## src/rtl/pie_pkg.sv

```systemverilog
`timescale 1ns / 1ps
package pie_pkg;

    localparam int DEPTH   = 32;
    localparam int WORD_W  = 32;
    localparam int POS_W   = 6;
    localparam int CAP_W   = 6;
    localparam int OUT_CNT_W = 6;
    localparam int CNT_W   = $clog2(DEPTH + 1);
    localparam int IDX_W   = (DEPTH > 1) ? $clog2(DEPTH) : 1;
    // compare width: holds position, count, capacity and index + 1
    localparam int CMP_W   = ((CNT_W > POS_W) ? CNT_W : POS_W) + 1;
    localparam logic [CAP_W-1:0] CAP_RESET = CAP_W'(32);

    typedef logic signed [WORD_W-1:0] word_t;

    typedef enum logic [2:0] {
        CMD_PUSH   = 3'd0,
        CMD_POP    = 3'd1,
        CMD_INSERT = 3'd2,
        CMD_ERASE  = 3'd3,
        CMD_READ   = 3'd4,
        CMD_CLEAR  = 3'd5,
        CMD_FILL   = 3'd6,
        CMD_NONE   = 3'd7
    } cmd_e;

    typedef enum logic [1:0] {
        ST_OK     = 2'd0,
        ST_FULL   = 2'd1,
        ST_EMPTY  = 2'd2,
        ST_BADPOS = 2'd3
    } status_e;

    // broadcast to every cell of the row
    typedef struct packed {
        cmd_e              op;
        logic [CMP_W-1:0]  pos;
        logic [CMP_W-1:0]  count;
        logic [CMP_W-1:0]  cap;
        word_t             value;
    } cell_ctl_t;

endpackage

```

## src/rtl/pie_if.sv

```systemverilog
`timescale 1ns / 1ps
interface pie_cmd_if;
    logic                          valid;
    logic                          ready;
    logic [2:0]                    command;
    logic [pie_pkg::POS_W-1:0]     position;
    logic signed [pie_pkg::WORD_W-1:0] value;

    modport source (output valid, output command, output position, output value,
                    input ready);
    modport sink   (input valid, input command, input position, input value,
                    output ready);
endinterface

interface pie_res_if;
    logic                              valid;
    logic                              ready;
    logic signed [pie_pkg::WORD_W-1:0] read_data;
    logic [pie_pkg::OUT_CNT_W-1:0]     entry_count;
    logic                              is_empty;
    logic [1:0]                        status;

    modport source (output valid, output read_data, output entry_count,
                    output is_empty, output status, input ready);
    modport sink   (input valid, input read_data, input entry_count,
                    input is_empty, input status, output ready);
endinterface

interface pie_cfg_if;
    logic                          valid;
    logic                          ready;
    logic [pie_pkg::CAP_W-1:0]     capacity_limit;

    modport source (output valid, output capacity_limit, input ready);
    modport sink   (input valid, input capacity_limit, output ready);
endinterface

```

## src/rtl/pie_cell.sv

```systemverilog
`timescale 1ns / 1ps
module pie_cell (
    input  logic                      clk,
    input  pie_pkg::cell_ctl_t        ctl,
    input  logic [pie_pkg::CMP_W-1:0] idx,
    input  pie_pkg::word_t            lower,
    input  pie_pkg::word_t            upper,
    output pie_pkg::word_t            q
);
    import pie_pkg::*;

    word_t             data_reg;
    word_t             data_next;
    logic [CMP_W-1:0]  idx_up;

    assign idx_up = idx + CMP_W'(1);

    always_comb
    begin
        data_next = data_reg;
        case (ctl.op)
            CMD_PUSH:
            begin
                if (idx == ctl.count)
                    data_next = ctl.value;
            end
            CMD_INSERT:
            begin
                if (idx == ctl.pos)
                    data_next = ctl.value;
                else if (idx > ctl.pos && idx <= ctl.count)
                    data_next = lower;
            end
            CMD_ERASE:
            begin
                if (idx >= ctl.pos && idx_up < ctl.count)
                    data_next = upper;
            end
            CMD_FILL:
            begin
                if (idx < ctl.cap)
                    data_next = ctl.value;
            end
            default:
            begin
                data_next = data_reg;
            end
        endcase
    end

    always_ff @(posedge clk)
    begin
        data_reg <= data_next;
    end

    assign q = data_reg;

endmodule

```

## src/rtl/positional_insert_erase_array_top.sv

```systemverilog
`timescale 1ns / 1ps
// ordered array of signed 32-bit words held in a row of DEPTH cells, with an
// entry count; commands push, pop, insert, erase, read, clear and fill. one
// item is taken per clock, and its result appears in the output register on
// the next clock; the input stalls only while that register holds a result
// the sink has not yet taken. insert moves entries from the position up and
// erase those above it down by one place at once, each cell loading from its
// neighbour, so the rate is set by the row update and the read select over
// the cells. there is no clearing pass after reset: the count starts at zero
// and only entries below it are ever read. the capacity register is taken at
// any time with ready held high, and caps the count at min(limit, DEPTH)
module positional_insert_erase_array_top (
    input  logic       clk,
    input  logic       rst_n,
    pie_cmd_if.sink    cmd,
    pie_res_if.source  res,
    pie_cfg_if.sink    cfg
);
    import pie_pkg::*;

    // configuration
    logic [CAP_W-1:0]  cap_reg;
    logic [CMP_W-1:0]  cap_ext;
    logic [CMP_W-1:0]  eff_cap;

    // array state
    logic [CNT_W-1:0]  count_reg;
    logic [CNT_W-1:0]  count_next;
    logic [CMP_W-1:0]  count_ext;
    logic [CMP_W-1:0]  pos_ext;
    word_t             cell_q [DEPTH];
    cell_ctl_t         ctl;

    // item decode
    logic              accept;
    cmd_e              op;
    status_e           status_c;
    word_t             rdata_c;
    logic [CNT_W-1:0]  count_c;

    // output register
    logic              res_valid_reg;
    logic              res_valid_next;
    word_t             rdata_reg;
    logic [CNT_W-1:0]  rcount_reg;
    status_e           status_reg;

    // config write port never stalls
    assign cfg.ready = 1'b1;

    always_ff @(posedge clk or negedge rst_n)
    begin
        if (!rst_n)
            cap_reg <= CAP_RESET;
        else if (cfg.valid)
            cap_reg <= cfg.capacity_limit;
    end

    assign cap_ext = CMP_W'(cap_reg);
    assign eff_cap = (cap_ext > CMP_W'(DEPTH)) ? CMP_W'(DEPTH) : cap_ext;

    // input side stalls only when a result is waiting and not taken
    assign cmd.ready = !res_valid_reg || res.ready;
    assign accept    = cmd.valid && cmd.ready;

    assign op        = cmd_e'(cmd.command);
    assign count_ext = CMP_W'(count_reg);
    assign pos_ext   = CMP_W'(cmd.position);

    // status, new count and read data for the item on the input
    always_comb
    begin
        status_c = ST_OK;
        rdata_c  = '0;
        count_c  = count_reg;
        case (op)
            CMD_PUSH:
            begin
                if (count_ext >= eff_cap)
                    status_c = ST_FULL;
                else
                    count_c = count_reg + CNT_W'(1);
            end
            CMD_POP:
            begin
                if (count_reg == '0)
                    status_c = ST_EMPTY;
                else
                    count_c = count_reg - CNT_W'(1);
            end
            CMD_INSERT:
            begin
                if (pos_ext > count_ext)
                    status_c = ST_BADPOS;
                else if (count_ext >= eff_cap)
                    status_c = ST_FULL;
                else
                    count_c = count_reg + CNT_W'(1);
            end
            CMD_ERASE:
            begin
                if (pos_ext >= count_ext)
                    status_c = ST_BADPOS;
                else
                    count_c = count_reg - CNT_W'(1);
            end
            CMD_READ:
            begin
                // position below count, so the low index bits address a cell
                if (pos_ext >= count_ext)
                    status_c = ST_BADPOS;
                else
                    rdata_c = cell_q[pos_ext[IDX_W-1:0]];
            end
            CMD_CLEAR:
            begin
                count_c = '0;
            end
            CMD_FILL:
            begin
                count_c = CNT_W'(eff_cap);
            end
            default:
            begin
                count_c = count_reg;
            end
        endcase
    end

    assign count_next = accept ? count_c : count_reg;

    always_ff @(posedge clk or negedge rst_n)
    begin
        if (!rst_n)
            count_reg <= '0;
        else
            count_reg <= count_next;
    end

    // row control: only writing commands that passed their checks move cells
    always_comb
    begin
        ctl.op    = CMD_NONE;
        ctl.pos   = pos_ext;
        ctl.count = count_ext;
        ctl.cap   = eff_cap;
        ctl.value = cmd.value;
        if (accept && status_c == ST_OK)
        begin
            case (op)
                CMD_PUSH, CMD_INSERT, CMD_ERASE, CMD_FILL: ctl.op = op;
                default:                                   ctl.op = CMD_NONE;
            endcase
        end
    end

    // the cell row: each cell sees its lower and upper neighbour
    for (genvar i = 0; i < DEPTH; i++)
    begin : g_cell
        word_t lower_d;
        word_t upper_d;

        if (i == 0)
        begin : g_first
            assign lower_d = '0;
        end
        else
        begin : g_lower
            assign lower_d = cell_q[i-1];
        end

        if (i == DEPTH - 1)
        begin : g_last
            assign upper_d = '0;
        end
        else
        begin : g_upper
            assign upper_d = cell_q[i+1];
        end

        pie_cell u_cell (
            .clk   (clk),
            .ctl   (ctl),
            .idx   (CMP_W'(i)),
            .lower (lower_d),
            .upper (upper_d),
            .q     (cell_q[i])
        );
    end

    // output register, refilled in the same cycle it is emptied
    always_comb
    begin
        res_valid_next = res_valid_reg;
        if (accept)
            res_valid_next = 1'b1;
        else if (res.ready)
            res_valid_next = 1'b0;
    end

    always_ff @(posedge clk or negedge rst_n)
    begin
        if (!rst_n)
            res_valid_reg <= 1'b0;
        else
            res_valid_reg <= res_valid_next;
    end

    always_ff @(posedge clk)
    begin
        if (accept)
        begin
            rdata_reg  <= rdata_c;
            rcount_reg <= count_c;
            status_reg <= status_c;
        end
    end

    assign res.valid       = res_valid_reg;
    assign res.read_data   = rdata_reg;
    assign res.entry_count = OUT_CNT_W'(rcount_reg);
    assign res.is_empty    = (rcount_reg == '0);
    assign res.status      = status_reg;

endmodule

```

## src/flat_wrapper.sv

```systemverilog
// flat-port wrapper written by rule: the top's interface ports become plain ports
module positional_insert_erase_array_top_flat import pie_pkg::*;
  (clk, rst_n, cmd_valid, cmd_command, cmd_position, cmd_value, cmd_ready, res_valid, res_read_data, res_entry_count, res_is_empty, res_status, res_ready, cfg_valid, cfg_capacity_limit, cfg_ready);
  pie_cmd_if cmd_i ();
  pie_res_if res_i ();
  pie_cfg_if cfg_i ();
  input  logic clk;
  input  logic rst_n;
  input wire logic [$bits(cmd_i.valid)-1:0] cmd_valid;
  input wire logic [$bits(cmd_i.command)-1:0] cmd_command;
  input wire logic [$bits(cmd_i.position)-1:0] cmd_position;
  input wire logic [$bits(cmd_i.value)-1:0] cmd_value;
  output wire logic [$bits(cmd_i.ready)-1:0] cmd_ready;
  output wire logic [$bits(res_i.valid)-1:0] res_valid;
  output wire logic [$bits(res_i.read_data)-1:0] res_read_data;
  output wire logic [$bits(res_i.entry_count)-1:0] res_entry_count;
  output wire logic [$bits(res_i.is_empty)-1:0] res_is_empty;
  output wire logic [$bits(res_i.status)-1:0] res_status;
  input wire logic [$bits(res_i.ready)-1:0] res_ready;
  input wire logic [$bits(cfg_i.valid)-1:0] cfg_valid;
  input wire logic [$bits(cfg_i.capacity_limit)-1:0] cfg_capacity_limit;
  output wire logic [$bits(cfg_i.ready)-1:0] cfg_ready;
  assign cmd_i.valid = cmd_valid;
  assign cmd_i.command = cmd_command;
  assign cmd_i.position = cmd_position;
  assign cmd_i.value = cmd_value;
  assign cmd_ready = cmd_i.ready;
  assign res_valid = res_i.valid;
  assign res_read_data = res_i.read_data;
  assign res_entry_count = res_i.entry_count;
  assign res_is_empty = res_i.is_empty;
  assign res_status = res_i.status;
  assign res_i.ready = res_ready;
  assign cfg_i.valid = cfg_valid;
  assign cfg_i.capacity_limit = cfg_capacity_limit;
  assign cfg_ready = cfg_i.ready;
  positional_insert_erase_array_top u_core (.clk(clk), .rst_n(rst_n), .cmd(cmd_i), .res(res_i), .cfg(cfg_i));
endmodule
```

## config.mk

```make
export PLATFORM = sky130hd
export DESIGN_NAME = positional_insert_erase_array_top_flat
export DESIGN_NICKNAME = d
export VERILOG_FILES = /design/src/rtl/pie_pkg.sv /design/src/rtl/pie_if.sv /design/src/rtl/pie_cell.sv /design/src/rtl/positional_insert_erase_array_top.sv /design/src/flat_wrapper.sv
export SDC_FILE = /design/constraint.sdc
export NUM_CORES = 2
export LEC_CHECK = 0
export BUFFER_PORTS_ARGS = -buffer_cell sky130_fd_sc_hd__buf_2
export CORE_UTILIZATION = 55
export CTS_CLUSTER_SIZE = 25
export DETAILED_ROUTE_END_ITERATION = 6
export MAX_ROUTING_LAYER = met4
export PLACE_DENSITY = 0.78
export SYNTH_ARGS = -nofsm -noshare
export SYNTH_HDL_FRONTEND = slang
export SYNTH_SLANG_ARGS = --single-unit
```

## constraint.sdc

```tcl
create_clock -name clk -period 7.5 [get_ports clk]
set_input_delay 0.75 -clock clk [delete_from_list [all_inputs] [get_ports clk]]
set_output_delay 0.75 -clock clk [all_outputs]
set_load 0.03 [all_outputs]
```

==> flow_summary.yaml <==
status:
  status: "complete, but fails checks"
  violations: "DRC"
power:
  p_total_mw: 16.7
  p_per_area_nw_per_um2: 248
  power.leakage_nw: 26.0
  ir_drop_uv: 217
floorplan:
  dieArea_sq_um: 115000
  die_h_um: 339
  fp.dieW_um: 339
  placementRows: 123
  initial_utilization_pct: 55.5
  core_region_area_sq_um: 112000
  io_pins: 96
sta:
  setup_violations: 0
  max_freq_mhz: 193
  fin_tns_setup_ps: 0
  worst_clock_skew_ps: 48.1
  slew_headroom_pct: 3.59
  slew_viol_final: 0
  worst_pin_slew_ps: 1450
  hold_viol_final: 0
  min_period_over_period_pct: 69.0
  fin_crit_ps: 5170
  rsz0062_at_grt: "false"
final_layout:
  nets: 4483
  drive_gt1_share_pct: 17.8
  largest_reg_flops: 1024
  stdcell_count: 6023
  post-route-util_pct: 60.0
  fin_area_sq_um: 67400
  area_growth_pct: 8.22
detailed_routing:
  vias: 49962
  drt_iter0_drc: 9696
  highest_layer: "met4"
  postRouteWirelength_mm: 216
  drtPass1Iterations: 7
  wl_met3_mm: 36.7
  vias_per_cell: 8.30
  wl_met1_mm: 80.3
  wl_per_cell_um: 35.8
  met2_length_mm: 92.4
  route.detailed.drc: 3
  final_antenna_net_count: 0
logic_synthesis:
  synth_area_leaders: "edfxtp_1 (51%), a221o_1 (12%), mux4_2 (12%)"
  synth_top_area_share_pct: 51.3
  ys.flop_type: "edfxtp_1"
  netlist_area_sq_um: 62300
  synth-async-reset-ratio_pct: 1.21
  yosysSeqAreaShare_pct: 51.8
  synth-seq-cells: 1077
  synth_top_cell_by_area: "edfxtp_1"
  synthesis.nets: 4776
  synthCells: 4708
  synth_edf_count: 1064
  ys_warn_count: 0
  yosys-top-cells-count: "edfxtp_1 (1064), and3_1 (781), a221o_1 (770), clkbuf_1 (449), mux4_2 (320)"
  synth.avg_cell_area_sq_um: 13.2
  ys_types: 72
  synth_most_common_cell: "edfxtp_1"
clocking:
  cts_sinks: 1077
  clk_path_buf_depth: 3
  clk_pin_slew_ps: 80
  h-tree-depth: 3
  post_cts_buffers: 0
  holdBufCountCts: 1
  cts_resized: 0
  cts_buffers: 112
  clk_latency_ps: 750
  cts_tree: "yes"
  clock-root-buffer: "clkbuf_16"
setup_path:
  worst_path_largest_cell_delay_ps: 900
  slowest_stage: "or2_1"
  cp-end-kind: "register"
  start_kind: "register"
  critPathRequiredTime_ps: 7900
  critPathMaxFanout: 32
  crit_type: "reg -> reg"
  crit_chain: "inv_1 > ha_1 > or3b_1 > nor3b_1 > nor3_1 > o211ai_4 > buf_4 > or2_1 > nor4_2 > buf_4"
  arrival_ps: 5580
  critPathMostFrequentCell: "buf_4"
placement:
  post_dp_cell_area_sq_um: 63700
  dp_cells: 5800
  dpl.hpwl_mm: 133
  numPortBuffers: 94
  gp_congestion: 0.966
global_route:
  gr-total-overflow: 0
  grt_pass1_wl_mm: 319
  grt_pass1_vias: 46562
  grt_max_degree: 274
  gr-usage-all-layers_pct: 37.7
  antenna_found_initial: 16
run:
  max_cap_violations: 0
min_path:
  hold_path.class: "in -> reg"
==> worst max-delay path: cells and delay by family (launching register included) <==
kind,cells,cell delay (ps)
fa+ha+maj,1,600
compound gates,1,100
simple gates,5,2460
buf+inv,3,1010
flops,1,620
==> through the flow <==
stage,hold WS [ps],setup slack (ps)
floorplan,454,-1180
global placement,552,2210
detailed placement,564,2250
CTS,227,2500
global route,270,2200
finish,245,2330
==> worst paths after layout <==
| check | end | start | slack [ps] | cells past startpoint |
|---|---|---|---|---|
| setup / recovery | u_core.g_cell[21].u_cell.q[22] | u_core.count_reg[0] | 2330 | 10 |
| hold / removal | u_core.cap_reg[5] | cfg_capacity_limit[5] | 250 | 3 |
| setup reg to reg | u_core.g_cell[21].u_cell.q[22] | u_core.count_reg[0] | 2330 | 10 |
| hold reg to reg | u_core.g_cell[1].u_cell.q[6] | u_core.g_cell[0].u_cell.q[6] | 580 | 1 |
| max in group asynchronous | u_core.cap_reg[5] | rst_n | 6710 | 2 |
| min in group asynchronous | u_core.count_reg[1] | rst_n | 480 | 2 |
==> layout make-up <==
cell class / instances / area (sq um)
Tap cell: 1500 / 1880
Fill cell: 8441 / 44900
Sequential cell: 1077 / 32300
Timing Repair Buffer: 219 / 1550
Multi-Input combinational cell: 2990 / 28000
Clock inverter: 71 / 697
Inverter: 15 / 56.3
Clock buffer: 138 / 2960
Antenna cell: 13 / 32.5
==> report_power, final <==
| group | internal [mW] | switching (mW) |
|---|---|---|
| logic | 1.17 | 2.16 |
| registers | 7.29 | 0.401 |
| clock network | 3.19 | 2.52 |
| total | 11.6 | 5.09 |
==> cells in the final DEF, fill, tap and decap left out, types with 17 or more instances in the layout <==
cell type  count
clkbuf_1      23
a22o_1       258
clkbuf_16    115
a221o_1      770
edfxtp_1    1064
a21oi_1       57
a21o_1       201
mux2i_1       33
nand3_1       22
nor2_1       108
nand2b_1      20
clkinv_2      19
mux4_2       320
nor3_1        28
buf_2         90
nand2_1       97
buf_4        117
and3_1       780
o21ai_0       41
clkinv_1      34
a31oi_1       17
==> cell families (layout without fill, tap and decap cells) <==
logic type / count (synthesis) / count (layout) / share of synthesized area (%)
AOI/OAI and AO/OA: 1459 / 1459 / 20.8
xor gates and xnor gates: 3 / 3 / 0.0422
adders and majority gates: 16 / 16 / 0.321
buffers and inverters: 641 / 443 / 4.18
DFF: 1077 / 1077 / 51.8
muxes: 359 / 359 / 12.2
other: 1 / 14 / 0.00602
and+or+nand+nor: 1152 / 1152 / 10.7
==> routing by layer <==
metal	GRT usage [%]	vias to the layer above
met1	53.6	24935
met3	12.2	483
li1	-	19492
met5	-	-
met2	51.3	5052
met4	11.5	0
Power figures use the tool's default switching activity.
